[config.mk]
export PLATFORM = sky130hd
export DESIGN_NAME = filter_layout_address_generator
export DESIGN_NICKNAME = d
export VERILOG_FILES = /design/src/flag_pkg.sv /design/src/flag_geometry.sv /design/src/filter_layout_address_generator.sv
export SDC_FILE = /design/constraint.sdc
export NUM_CORES = 1
export LEC_CHECK = 0
export BUFFER_PORTS_ARGS = -buffer_cell sky130_fd_sc_hd__buf_2
export CAP_MARGIN = 20
export CORE_ASPECT_RATIO = 0.9
export CORE_MARGIN = 5
export CORE_UTILIZATION = 63
export DETAILED_ROUTE_END_ITERATION = 8
export PLACE_DENSITY = 0.81
export SLEW_MARGIN = 20
export SYNTH_ARGS = -nofsm -noshare
export SYNTH_HDL_FRONTEND = slang
export SYNTH_SLANG_ARGS = --single-unit
[constraint.sdc]
create_clock -name clk -period 19.37 [get_ports clk]
set_clock_uncertainty 0.2 [all_clocks]
set_input_delay 2.9055 -clock clk [delete_from_list [all_inputs] [get_ports clk]]
set_output_delay 2.9055 -clock clk [all_outputs]
set_load 0.02 [all_outputs]
[src/flag_pkg.sv]
// Shared widths, register indexes and types of the filter layout address generator.
`default_nettype none

package flag_pkg;

    localparam int FC_W      = 12;  // filter_count register
    localparam int CC_W      = 12;  // channel_count register
    localparam int K_W       = 5;   // kernel_height and kernel_width registers
    localparam int FI_W      = 11;  // filter counter
    localparam int PADC_W    = 13;  // padded channel count, up to 4096
    localparam int KK_W      = 10;  // rows times columns
    localparam int FRAME_W   = 23;  // padded channels times rows times columns
    localparam int PADF_W    = 13;  // padded filter count
    localparam int NUMER_W   = 13;  // numerator of the filter round-up
    localparam int ADDR_W    = 30;
    localparam int TOTAL_W   = 31;
    localparam int WORD_W    = 32;
    localparam int PADDR_W   = 4;

    localparam int MAX_FILTERS = 2048;

    // Cycles the geometry pipeline needs to follow a register change.
    localparam int SETTLE_W               = 2;
    localparam logic [SETTLE_W-1:0] SETTLE_CYCLES = 2'd3;

    typedef enum logic [1:0] {
        REG_FILTER_COUNT  = 2'd0,
        REG_CHANNEL_COUNT = 2'd1,
        REG_KERNEL_HEIGHT = 2'd2,
        REG_KERNEL_WIDTH  = 2'd3
    } reg_index_t;

    // Derived layout sizes, handed from the geometry unit to the address logic.
    typedef struct packed {
        logic [PADC_W-1:0]  pad_chan;
        logic [FRAME_W-1:0] frame;
        logic [TOTAL_W-1:0] total;
    } geom_t;

endpackage

`default_nettype wire

[src/flag_geometry.sv]
// Pipelined computation of the padded channel stride, filter frame size and buffer size.
`default_nettype none

module flag_geometry
    import flag_pkg::*;
#(
    parameter int FILTER_LANES = 1024
)
(
    input  wire logic            clk,
    input  wire logic [FC_W-1:0] filter_count,
    input  wire logic [CC_W-1:0] channel_count,
    input  wire logic [K_W-1:0]  kernel_height,
    input  wire logic [K_W-1:0]  kernel_width,
    output geom_t                geom
);

    // Lane groups for each channel padding unit.
    localparam int G16  = FILTER_LANES / 16;
    localparam int G32  = FILTER_LANES / 32;
    localparam int G64  = FILTER_LANES / 64;
    localparam int G128 = FILTER_LANES / 128;
    localparam int GW   = $clog2(G16 + 1);

    // Exact division of a NUMER_W-bit value by a group size through a reciprocal.
    localparam int L  = $clog2(G16);
    localparam int SH = NUMER_W + L;
    localparam int MW = SH + 1;
    localparam logic [MW-1:0] M16  = MW'(((64'd1 << SH) + 64'(G16)  - 64'd1) / 64'(G16));
    localparam logic [MW-1:0] M32  = MW'(((64'd1 << SH) + 64'(G32)  - 64'd1) / 64'(G32));
    localparam logic [MW-1:0] M64  = MW'(((64'd1 << SH) + 64'(G64)  - 64'd1) / 64'(G64));
    localparam logic [MW-1:0] M128 = MW'(((64'd1 << SH) + 64'(G128) - 64'd1) / 64'(G128));

    logic [PADC_W-1:0]        pad_chan_c;
    logic [GW-1:0]            group_c;
    logic [MW-1:0]            recip_c;
    logic [NUMER_W-1:0]       numer_c;

    logic [PADC_W-1:0]        pad_chan1_reg;
    logic [KK_W-1:0]          kk_reg;
    logic [NUMER_W+MW-1:0]    qprod_reg;
    logic [GW-1:0]            group_reg;

    logic [PADF_W-1:0]        quot_c;
    logic [PADF_W+GW-1:0]     padf_prod_c;
    logic [PADC_W+KK_W-1:0]   frame_prod_c;

    logic [PADC_W-1:0]        pad_chan2_reg;
    logic [FRAME_W-1:0]       frame_reg;
    logic [PADF_W-1:0]        pad_filt_reg;

    logic [PADF_W+FRAME_W-1:0] total_prod_c;
    logic [TOTAL_W-1:0]       total_reg;

    always_comb
    begin
        priority if (channel_count <= CC_W'(16))
        begin
            pad_chan_c = PADC_W'(16);
            group_c    = GW'(G16);
            recip_c    = M16;
        end
        else if (channel_count <= CC_W'(32))
        begin
            pad_chan_c = PADC_W'(32);
            group_c    = GW'(G32);
            recip_c    = M32;
        end
        else if (channel_count <= CC_W'(64))
        begin
            pad_chan_c = PADC_W'(64);
            group_c    = GW'(G64);
            recip_c    = M64;
        end
        else
        begin
            pad_chan_c = (PADC_W'(channel_count) + PADC_W'(127)) & ~PADC_W'(127);
            group_c    = GW'(G128);
            recip_c    = M128;
        end
        numer_c = NUMER_W'(filter_count) + NUMER_W'(group_c) - NUMER_W'(1);
    end

    assign quot_c       = PADF_W'(qprod_reg >> SH);
    assign padf_prod_c  = quot_c * group_reg;
    assign frame_prod_c = pad_chan1_reg * kk_reg;
    assign total_prod_c = pad_filt_reg * frame_reg;

    always_ff @(posedge clk)
    begin
        pad_chan1_reg <= pad_chan_c;
        kk_reg        <= KK_W'(kernel_height) * KK_W'(kernel_width);
        qprod_reg     <= (NUMER_W+MW)'(numer_c) * (NUMER_W+MW)'(recip_c);
        group_reg     <= group_c;

        pad_chan2_reg <= pad_chan1_reg;
        frame_reg     <= FRAME_W'(frame_prod_c);
        pad_filt_reg  <= PADF_W'(padf_prod_c);

        total_reg     <= TOTAL_W'(total_prod_c);
    end

    assign geom.pad_chan = pad_chan2_reg;
    assign geom.frame    = frame_reg;
    assign geom.total    = total_reg;

endmodule

`default_nettype wire

[src/filter_layout_address_generator.sv]
// Top level: filter weight reorder address generator with APB register port.
`default_nettype none

//  Channel   Signals                                       Direction
//  weights   in_valid, in_ready, weight_bits               in
//  results   out_valid, out_ready, dest_address,           out
//            weight_out, last_weight, padded_total
//  config    psel, penable, pwrite, paddr, pwdata,         in/out
//            prdata, pready
//
// One weight is taken per cycle while in_ready is high; its result is registered in
// the output register, or in a skid register while the output stalls, so one more
// transfer is taken while the consumer holds off. The address comes from running
// counters and strided base registers, so only one three-input add stands in the
// path. A register write restarts the set and holds in_ready low while the
// three-stage geometry pipeline, with a multiplier in each stage, follows; reset
// does the same.

module filter_layout_address_generator
    import flag_pkg::*;
#(
    parameter int FILTER_LANES = 1024,
    parameter int MAX_CHANNELS = 2048,
    parameter int MAX_KERNEL   = 16
)
(
    input  wire logic               clk,
    input  wire logic               rst_n,

    input  wire logic               in_valid,
    output logic                    in_ready,
    input  wire logic [WORD_W-1:0]  weight_bits,

    output logic                    out_valid,
    input  wire logic               out_ready,
    output logic [ADDR_W-1:0]       dest_address,
    output logic [WORD_W-1:0]       weight_out,
    output logic                    last_weight,
    output logic [TOTAL_W-1:0]      padded_total,

    input  wire logic               psel,
    input  wire logic               penable,
    input  wire logic               pwrite,
    input  wire logic [PADDR_W-1:0] paddr,
    input  wire logic [31:0]        pwdata,
    output logic [31:0]             prdata,
    output logic                    pready
);

    typedef struct packed {
        logic [ADDR_W-1:0]  addr;
        logic [WORD_W-1:0]  weight;
        logic               last;
        logic [TOTAL_W-1:0] total;
    } result_t;

    // Configuration registers, held already clamped to their legal ranges.
    logic [FC_W-1:0]     filter_count_reg;
    logic [CC_W-1:0]     channel_count_reg;
    logic [K_W-1:0]      kernel_height_reg;
    logic [K_W-1:0]      kernel_width_reg;

    logic [SETTLE_W-1:0] settle_reg;

    // Position of the next weight and the address bases that go with it.
    logic [FI_W-1:0]     filt_reg;
    logic [CC_W-1:0]     chan_reg;
    logic [K_W-1:0]      row_reg;
    logic [K_W-1:0]      col_reg;
    logic [ADDR_W-1:0]   filt_base_reg;
    logic [FRAME_W-1:0]  pos_base_reg;

    logic                out_valid_reg;
    result_t             out_reg;
    logic                skid_valid_reg;
    result_t             skid_reg;

    geom_t               geom;
    reg_index_t          reg_index;
    logic                cfg_write;
    logic                accept;
    logic                take;
    logic                col_end;
    logic                row_end;
    logic                chan_end;
    logic                filt_end;
    logic                last_c;
    result_t             result_c;

    function automatic logic [FC_W-1:0] clamp_filters(input logic [FC_W-1:0] v);
        logic [FC_W-1:0] r;
        if (v == '0)
            r = FC_W'(1);
        else if (v > FC_W'(MAX_FILTERS))
            r = FC_W'(MAX_FILTERS);
        else
            r = v;
        return r;
    endfunction

    function automatic logic [CC_W-1:0] clamp_channels(input logic [CC_W-1:0] v);
        logic [CC_W-1:0] r;
        if (v == '0)
            r = CC_W'(1);
        else if ({1'b0, v} > (CC_W+1)'(MAX_CHANNELS))
            r = CC_W'(MAX_CHANNELS);
        else
            r = v;
        return r;
    endfunction

    function automatic logic [K_W-1:0] clamp_kernel(input logic [K_W-1:0] v);
        logic [K_W-1:0] r;
        if (v == '0)
            r = K_W'(1);
        else if ({1'b0, v} > (K_W+1)'(MAX_KERNEL))
            r = K_W'(MAX_KERNEL);
        else
            r = v;
        return r;
    endfunction

    flag_geometry #(
        .FILTER_LANES (FILTER_LANES)
    ) u_geometry (
        .clk           (clk),
        .filter_count  (filter_count_reg),
        .channel_count (channel_count_reg),
        .kernel_height (kernel_height_reg),
        .kernel_width  (kernel_width_reg),
        .geom          (geom)
    );

    // Register port. Every address decodes to one of the four registers.
    assign pready    = 1'b1;
    assign reg_index = reg_index_t'(paddr[3:2]);
    assign cfg_write = psel && penable && pwrite;

    always_comb
    begin
        unique case (reg_index)
            REG_FILTER_COUNT:  prdata = 32'(filter_count_reg);
            REG_CHANNEL_COUNT: prdata = 32'(channel_count_reg);
            REG_KERNEL_HEIGHT: prdata = 32'(kernel_height_reg);
            REG_KERNEL_WIDTH:  prdata = 32'(kernel_width_reg);
            default:           prdata = '0;
        endcase
    end

    // Handshakes. The skid register absorbs one transfer while the output stalls.
    assign in_ready = !skid_valid_reg && (settle_reg == '0);
    assign accept   = in_valid && in_ready;
    assign take     = out_valid_reg && out_ready;

    // End-of-dimension flags for the current position.
    assign col_end  = ((K_W+1)'(col_reg) + (K_W+1)'(1)) >= (K_W+1)'(kernel_width_reg);
    assign row_end  = ((K_W+1)'(row_reg) + (K_W+1)'(1)) >= (K_W+1)'(kernel_height_reg);
    assign chan_end = ((CC_W+1)'(chan_reg) + (CC_W+1)'(1)) >= (CC_W+1)'(channel_count_reg);
    assign filt_end = ((FC_W+1)'(filt_reg) + (FC_W+1)'(1)) >= (FC_W+1)'(filter_count_reg);
    assign last_c   = col_end && row_end && chan_end && filt_end;

    always_comb
    begin
        result_c.addr   = filt_base_reg + ADDR_W'(pos_base_reg) + ADDR_W'(chan_reg);
        result_c.weight = weight_bits;
        result_c.last   = last_c;
        result_c.total  = last_c ? geom.total : '0;
    end

    always_ff @(posedge clk or negedge rst_n)
    begin
        if (!rst_n)
        begin
            filter_count_reg  <= FC_W'(1);
            channel_count_reg <= CC_W'(1);
            kernel_height_reg <= K_W'(1);
            kernel_width_reg  <= K_W'(1);
            settle_reg        <= SETTLE_CYCLES;
            filt_reg          <= '0;
            chan_reg          <= '0;
            row_reg           <= '0;
            col_reg           <= '0;
            filt_base_reg     <= '0;
            pos_base_reg      <= '0;
        end
        else if (cfg_write)
        begin
            unique case (reg_index)
                REG_FILTER_COUNT:  filter_count_reg  <= clamp_filters(pwdata[FC_W-1:0]);
                REG_CHANNEL_COUNT: channel_count_reg <= clamp_channels(pwdata[CC_W-1:0]);
                REG_KERNEL_HEIGHT: kernel_height_reg <= clamp_kernel(pwdata[K_W-1:0]);
                REG_KERNEL_WIDTH:  kernel_width_reg  <= clamp_kernel(pwdata[K_W-1:0]);
                default:           filter_count_reg  <= filter_count_reg;
            endcase
            // Any write starts a new set.
            settle_reg    <= SETTLE_CYCLES;
            filt_reg      <= '0;
            chan_reg      <= '0;
            row_reg       <= '0;
            col_reg       <= '0;
            filt_base_reg <= '0;
            pos_base_reg  <= '0;
        end
        else
        begin
            if (settle_reg != '0)
                settle_reg <= settle_reg - SETTLE_W'(1);

            if (accept)
            begin
                priority if (last_c)
                begin
                    filt_reg      <= '0;
                    chan_reg      <= '0;
                    row_reg       <= '0;
                    col_reg       <= '0;
                    filt_base_reg <= '0;
                    pos_base_reg  <= '0;
                end
                else if (!col_end)
                begin
                    col_reg      <= col_reg + K_W'(1);
                    pos_base_reg <= pos_base_reg + FRAME_W'(geom.pad_chan);
                end
                else if (!row_end)
                begin
                    // Row and column together step by one channel stride.
                    col_reg      <= '0;
                    row_reg      <= row_reg + K_W'(1);
                    pos_base_reg <= pos_base_reg + FRAME_W'(geom.pad_chan);
                end
                else if (!chan_end)
                begin
                    col_reg      <= '0;
                    row_reg      <= '0;
                    pos_base_reg <= '0;
                    chan_reg     <= chan_reg + CC_W'(1);
                end
                else
                begin
                    col_reg       <= '0;
                    row_reg       <= '0;
                    pos_base_reg  <= '0;
                    chan_reg      <= '0;
                    filt_reg      <= filt_reg + FI_W'(1);
                    filt_base_reg <= filt_base_reg + ADDR_W'(geom.frame);
                end
            end
        end
    end

    // Output register and skid register: valid flags.
    always_ff @(posedge clk or negedge rst_n)
    begin
        if (!rst_n)
        begin
            out_valid_reg  <= 1'b0;
            skid_valid_reg <= 1'b0;
        end
        else if (take || !out_valid_reg)
        begin
            if (skid_valid_reg)
            begin
                out_valid_reg  <= 1'b1;
                skid_valid_reg <= 1'b0;
            end
            else
            begin
                out_valid_reg <= accept;
            end
        end
        else if (accept)
        begin
            skid_valid_reg <= 1'b1;
        end
    end

    // Output register and skid register: payload.
    always_ff @(posedge clk)
    begin
        if (take || !out_valid_reg)
        begin
            if (skid_valid_reg)
                out_reg <= skid_reg;
            else if (accept)
                out_reg <= result_c;
        end
        else if (accept)
        begin
            skid_reg <= result_c;
        end
    end

    assign out_valid    = out_valid_reg;
    assign dest_address = out_reg.addr;
    assign weight_out   = out_reg.weight;
    assign last_weight  = out_reg.last;
    assign padded_total = out_reg.total;

endmodule

`default_nettype wire

# After elaboration in Yosys (flattened, before gate mapping)
# Index checks and enable logic that the tools add are counted.
# Widths: inputs -> output; s select.
[totals] regBits=454 in_bits=75 out_inout_bits=129 wordCells=155
[op_classes] add_sub_neg=16 multipliers=5 n_lt_le_gt_ge=10 eq_ne=3 mux=55 bitwise_logic=1 reduce_logical=34
[ops] cell="$mux 94" n=2
[ops] cell="$mux 30" n=6
[ops] cell="$pmux 32 s4" n=1
[ops] cell="$mux 12" n=10
[ops] cell="$mux 23" n=5
[ops] cell="$mux 11" n=6
[ops] cell="$add 30x23->30" n=2
[ops] cell="$mux 5" n=12
[ops] cell="$mux 20" n=2
[ops] cell="$mul 13x20->32" n=1
[ops] cell="$mul 13x23->31" n=1
[ops] cell="$mux 31" n=1
[ops] cell="$add 30x12->30" n=1
[ops] cell="$gt 12x12->1 const B" n=2
[ops] cell="$add 23x13->23" n=1
[ops] cell="$mul 13x10->23" n=1
[ops] cell="$mux 7" n=3
[ops] cell="$mux 17" n=1
[ops] cell="$reduce_and 2->1" n=7
[ops] cell="$add 12x1->13 const B" n=1
[ops] cell="$add 12x7->13" n=1
[ops] cell="$add 12x7->13 const B" n=1
[ops] cell="$ge 13x12->1" n=1
[ops] cell="$mul 13x7->13" n=1
[ops] cell="32 further kinds" n=54

# Logic depth before layout (Yosys ltp)
[depth] word_depth=8 mapped_depth=30 mapped_depth_nobuf=29

# Modules after synthesis
# A second synthesis with hierarchy kept.
[hier_totals] cells_unflattened=3047 hier_area_um2=31624.1
[modules_own_cells] mod="filter_layout_address_generator" instances=1 cells_each=1431 area_each_um2=16867.4 seq_area_each_um2=8755.9
[modules_own_cells] mod="flag_geometry" instances=1 cells_each=1616 area_each_um2=14756.7 seq_area_each_um2=1901.8

# Least setup slack after synthesis
# Ideal clock, no wire load.
[synth_timing] path_type="input-to-reg" startpoint="input port in_valid" endpoint="register out_reg, in the netlist dest_address[0], enable pin" setup_time_ns=0.561 t_arrival_ns=7.224 required_ns=18.609 setup_slack_ns=11.385 cell_stages=2 cell_sequence="a21oi_1 a21oi_1"
[synth_between] elab_chain_len=3
[synth_lines] element="start: declaration" line="filter_layout_address_generator.sv:30" rtl="input wire logic in_valid,"
[synth_lines] element="$logic_and 1x1->1" line="filter_layout_address_generator.sv:152" rtl="assign accept = in_valid && in_ready;"
[synth_lines] element="$reduce_bool 2->1 (no line)"
[synth_lines] element="$reduce_and 2->1 (no line)"
[synth_lines] element="end signal: assignment" line="filter_layout_address_generator.sv:284" rtl="out_reg <= skid_reg;"
[synth_lines] element="end signal: assignment" line="filter_layout_address_generator.sv:286" rtl="out_reg <= result_c;"
[synth_lines] element="end: declaration" line="filter_layout_address_generator.sv:74" rtl="result_t out_reg;"
# No other way between the ends.
# A chain may end at the register's enable or synchronous reset.

# Final worst setup path
[layout_timing] startpoint="register channel_count_reg[2]" endpoint="register u_geometry.qprod_reg[28]"
[layout_between] elab_chain_len=7 elab_cells_between_ends=12
[layout_lines] element="start: declaration" line="filter_layout_address_generator.sv:59" rtl="logic [CC_W-1:0] channel_count_reg;"
[layout_lines] element="start signal: assignment" line="filter_layout_address_generator.sv:190" rtl="REG_CHANNEL_COUNT: channel_count_reg <= clamp_channels(pwdata[CC_W-1:0]);"
[layout_lines] element="$le 12x7->1" line="flag_geometry.sv:69" rtl="else if (channel_count <= CC_W'(64))"
[layout_lines] element="$mux 5" line="flag_geometry.sv:69"
[layout_lines] element="$mux 7" line="flag_geometry.sv:63" rtl="else if (channel_count <= CC_W'(32))"
[layout_lines] element="$mux 7" line="flag_geometry.sv:57" rtl="priority if (channel_count <= CC_W'(16))"
[layout_lines] element="$add 12x7->13" line="flag_geometry.sv:81" rtl="numer_c = NUMER_W'(filter_count) + NUMER_W'(group_c) - NUMER_W'(1);"
[layout_lines] element="$sub 13x1->13" line="flag_geometry.sv:81"
[layout_lines] element="$mul 13x20->32 *" line="flag_geometry.sv:93" rtl="qprod_reg <= (NUMER_W+MW)'(numer_c) * (NUMER_W+MW)'(recip_c);"
[layout_lines] element="end signal: assignment" line="flag_geometry.sv:93"
[layout_lines] element="end: declaration" line="flag_geometry.sv:41" rtl="logic [NUMER_W+MW-1:0] qprod_reg;"
# Every way passes the cells marked *; elsewhere a longest branch is shown, timed or not.

==> impl.org <==
** Outcome
- The flow ran to the end, and the final reports show no timing, DRC or antenna violations.

** Yosys
- Counting every instance in the synthesized netlist gives ~3000.
- Sequential elements use 33.1% of the synthesized area.
- Among all flip-flop cells after synthesis, the most frequent one is edfxtp_1.
- Number of flops mapped to enable cells by yosys :: around 170
- Count of cell types in the netlist :: 86
- After synthesis the netlist holds a flip-flop and latch count of approximately 390.
- Averaged over all synthesized cells, the footprint is around 10 µm².
- Share of flip-flops with an asynchronous set or reset after synthesis :: 30.1%
- YS warnings :: 0
- Combined area of all synthesized cells :: between 30000 and 40000 µm²

** Pwr
- In this run the static leakage power is approximately 16 nW.
- VDD sags by at most 0.110 mV.
- Power Total :: ~0.004 W
- Power Dens Cells :: 119 nW/µm²

** Die
- Area of the die :: approximately 53000 µm²
- The floorplan step defined a core boundary enclosing 47700 µm².
- Measured along the y axis, the die boundary spans ~220 µm.
- The initial utilization of the core area, before any placement, comes to 63.4%.
- Die X-Extent :: 241 µm
- The floorplan has 76 rows.
- Number of I/O pins :: approximately 200

** Finish
- Nets :: 3695
- The register with the most flip-flops in the layout has 87 of them.
- The area growth from synthesis to layout is 8.49%.
- Once layout is complete, the cells apart from fillers number 3719.
- In the layout the commonest cells are 326 x inv_1, 325 x nand2_1, 323 x ha_1.
- The library cell used most frequently in the layout, excluding fill and tap cells, is inv_1.
- Share of cells above drive strength 1 :: between 10% and 20%
- Antenna Cells :: 0
- Fill cells :: 3515

** Place
- Placed instance count :: 3642
- Before CTS, the worst setup slack after placement is 11.29 ns.
- Half-perimeter wire length after detailed placement :: 49.2 mm
- Routability-driven placement finished with a final weighted congestion of about 0.89.
- During placement, the flow inserted port buffers numbering ~150.

** STA
- Total negative setup slack :: 0 ns
- Final clock period utilization by the worst path :: 42.3%
- Slew at the pin with the worst max-slew slack :: about 1.1 ns
- The clock period could shrink to 8.20 ns.
- RSZ-0062 raised after global routing :: false
- In the post-route analysis, the smallest setup slack over all paths is between 10 and 15 ns.
- The final-report max-slew violation count is 0.
- The final count of hold timing violations came to 0.
- Remaining max-slew budget at the tightest pin :: 26.2%
- Setup violations remaining at the end of the flow were counted as 0.
- For this run, the top clock speed supported by timing is 122 MHz.

** Clock network
- The clock reaches the later pin of the worst-skew pair after a little under 0.6 ns.
- Maximum clock insertion buffer count :: 3
- Count of clock tree sinks :: 385
- TritonCTS built the clock tree.
- Cts bufs inserted :: 42
- Clock H-tree levels :: 2
- Clock slew at reported path FFs :: ~0.060 ns
- Gates resized during post-CTS repair numbered 0.
- Number of hold-repair buffers added at the cts stage :: 0
- Post-CTS Repair Setup Buffers :: 0
- Clock root buffer :: clkbuf_16

** GRT
- The via count of the first global-routing pass came to 22858.
- After global routing the overflow that remains totals 0.
- Maximum number of pins on one net before global-route repair :: 72
- The first global-routing pass estimated 110 mm of wire.
- Global routing consumed, over all layers together, 25.3% of the routing resources.
- Number of antenna violations at the first check in global routing :: 0

** Min path
- Class of the worst hold path :: reg2reg
- Start point of the worst min-delay path :: row_reg[1]
- Hold Path End :: row_reg[1]
- The worst hold path passes through 2 cells.

** Routing
- The detailed router finished its first iteration with around 1700 violations.
- Total DRC errors in the routed layout :: 0
- Dividing the detail-routed wire length by the instance count gives roughly 18 µm.
- DRT Wirelength :: around 65 mm
- Drt first pass iters :: 5
- Using the TritonRoute via totals, the vias-per-cell ratio works out to 5.85.
- Vias :: between 20000 and 25000
- The count of nets left with antenna violations once routing finished came out at 0.

** Critical path
- R2R depth :: 27
- The worst setup path is captured at a flip-flop.
- Along the worst path, the maximum fanout reaches 14.
- In this run the critical register-to-register path is captured at u_geometry.qprod_reg[28].
- Data arrival time of the worst path :: 8.40 ns
- STA classifies the critical path startpoint as a flip-flop.
- Setup slack on the worst reg-to-reg path comes out at roughly 11 ns.
- Worst reg2reg startpoint :: channel_count_reg[2]
- Crit Path Class :: reg2reg
- STA puts the critical path data required time at 19.57 ns.

** Flow run
- Max-Cap Viols :: 0
-- area by class of cell --
type / count / area [µm²] / area share (%)
Inverter: 326 / 1220 / 3.72
Tap cell: 624 / 781 / 2.38
Clock inverter: 14 / 88.8 / 0.270
Sequential cell: 385 / 10000 / 30.6
Multi-Input combinational cell: 2145 / 18600 / 56.6
Clock buffer: 63 / 1280 / 3.89
Timing Repair Buffer: 162 / 836 / 2.54
-- metrics by stage --
step	instance area [µm²]	hold slack (ns)	utilization, %
after floorplan	30400	0.129	-
after global placement	31500	0.275	66.0
after detailed placement	31500	0.289	66.0
after CTS	32900	0.275	68.8
after global routing	32900	0.306	68.8
final	32900	0.293	68.8
-- worst max path at each step --
stage,startpoint,end,depth (start not counted)
global placement,channel_count_reg[2],u_geometry.qprod_reg[28],27
finish,channel_count_reg[2],u_geometry.qprod_reg[28],27
detailed placement,channel_count_reg[2],u_geometry.qprod_reg[28],27
floorplan,in_valid,dest_address[0],2
global route,channel_count_reg[2],u_geometry.qprod_reg[28],27
CTS,channel_count_reg[2],u_geometry.qprod_reg[28],27
-- report_power, final --
group	internal, W	switching, W	leakage, nW
combinational	0.000795	0.00107	11.2
clock	0.000457	0.000326	0.674
sequential	0.00104	0.000220	3.94
total	0.00229	0.00162	15.9
-- synth_stat cells, types with 9 or more instances --
master	count	share of area, %
a21oi_1	103	1.7
nor2b_1	11	0.23
or3_1	13	0.27
clkbuf_1	72	0.89
o21a_1	20	0.50
a21boi_0	10	0.25
xor2_1	46	1.3
a21o_1	41	1.0
xnor2_1	109	3.2
buf_4	28	0.69
o21ai_0	112	1.9
nor3_1	43	0.71
dfxtp_1	95	6.3
dfrtp_1	110	9.1
ha_1	323	13
o21bai_1	18	0.45
nor2_1	110	1.4
o31ai_1	14	0.35
mux2i_1	24	0.79
nand2b_1	39	0.81
inv_1	326	4.0
or2_2	15	0.31
fa_1	235	16
o211ai_1	9	0.22
and3_1	22	0.45
mux2_2	87	3.2
nand2_1	325	4.0
a31oi_1	18	0.37
nand3_1	55	0.91
and2_1	174	3.6
edfxtp_1	174	17
a211oi_1	12	0.30
a22o_1	23	0.67
-- critical path: stages (launching register included) --
cell and delay [ns]:
dfrtp_1 0.41, or4_4 0.58, or3_4 0.38, o21ai_0 0.16, nand2_1 0.35, ha_1 0.43
inv_1 0.04, ha_1 0.32, a21boi_0 0.14, o21ai_0 0.23, a21oi_1 0.15, o2111ai_1 0.37
a31oi_1 0.15, or3_1 0.37, a21o_1 0.22, fa_1 0.54, inv_1 0.06, fa_1 0.53
inv_1 0.06, fa_1 0.54, inv_1 0.05, ha_1 0.29, ha_1 0.30, ha_1 0.33
o21ai_0 0.13, or2_2 0.31, a211o_1 0.27, xnor2_1 0.12
-- cell families (layout without fill, tap and decap cells) --
kind of cell	after synthesis	count (layout)	synth area share, %
buffers and inverters	443	565	5.90
XOR/XNOR	155	155	4.48
other	2	33	0.0248
multiplexers	116	116	4.40
AO/OA/AOI/OAI	440	440	9.49
flip-flops	385	385	33.1
AND/OR/NAND/NOR	843	843	13.7
adder cells (fa/ha/maj)	558	558	28.9
-- metal layers --
metal / routed length [µm] / vias to the layer above / share of wire [%] / global-route usage, %
li1: - / 10142 / - / -
met1: 27200 / 10791 / 42 / 33.2
met2: 32500 / 676 / 50 / 43.8
met3: 3740 / 138 / 5.7 / 3.31
met4: 1900 / 0 / 2.9 / 7.97
met5: 0 / - / 0 / 0
Power figures use the tool's default switching activity.
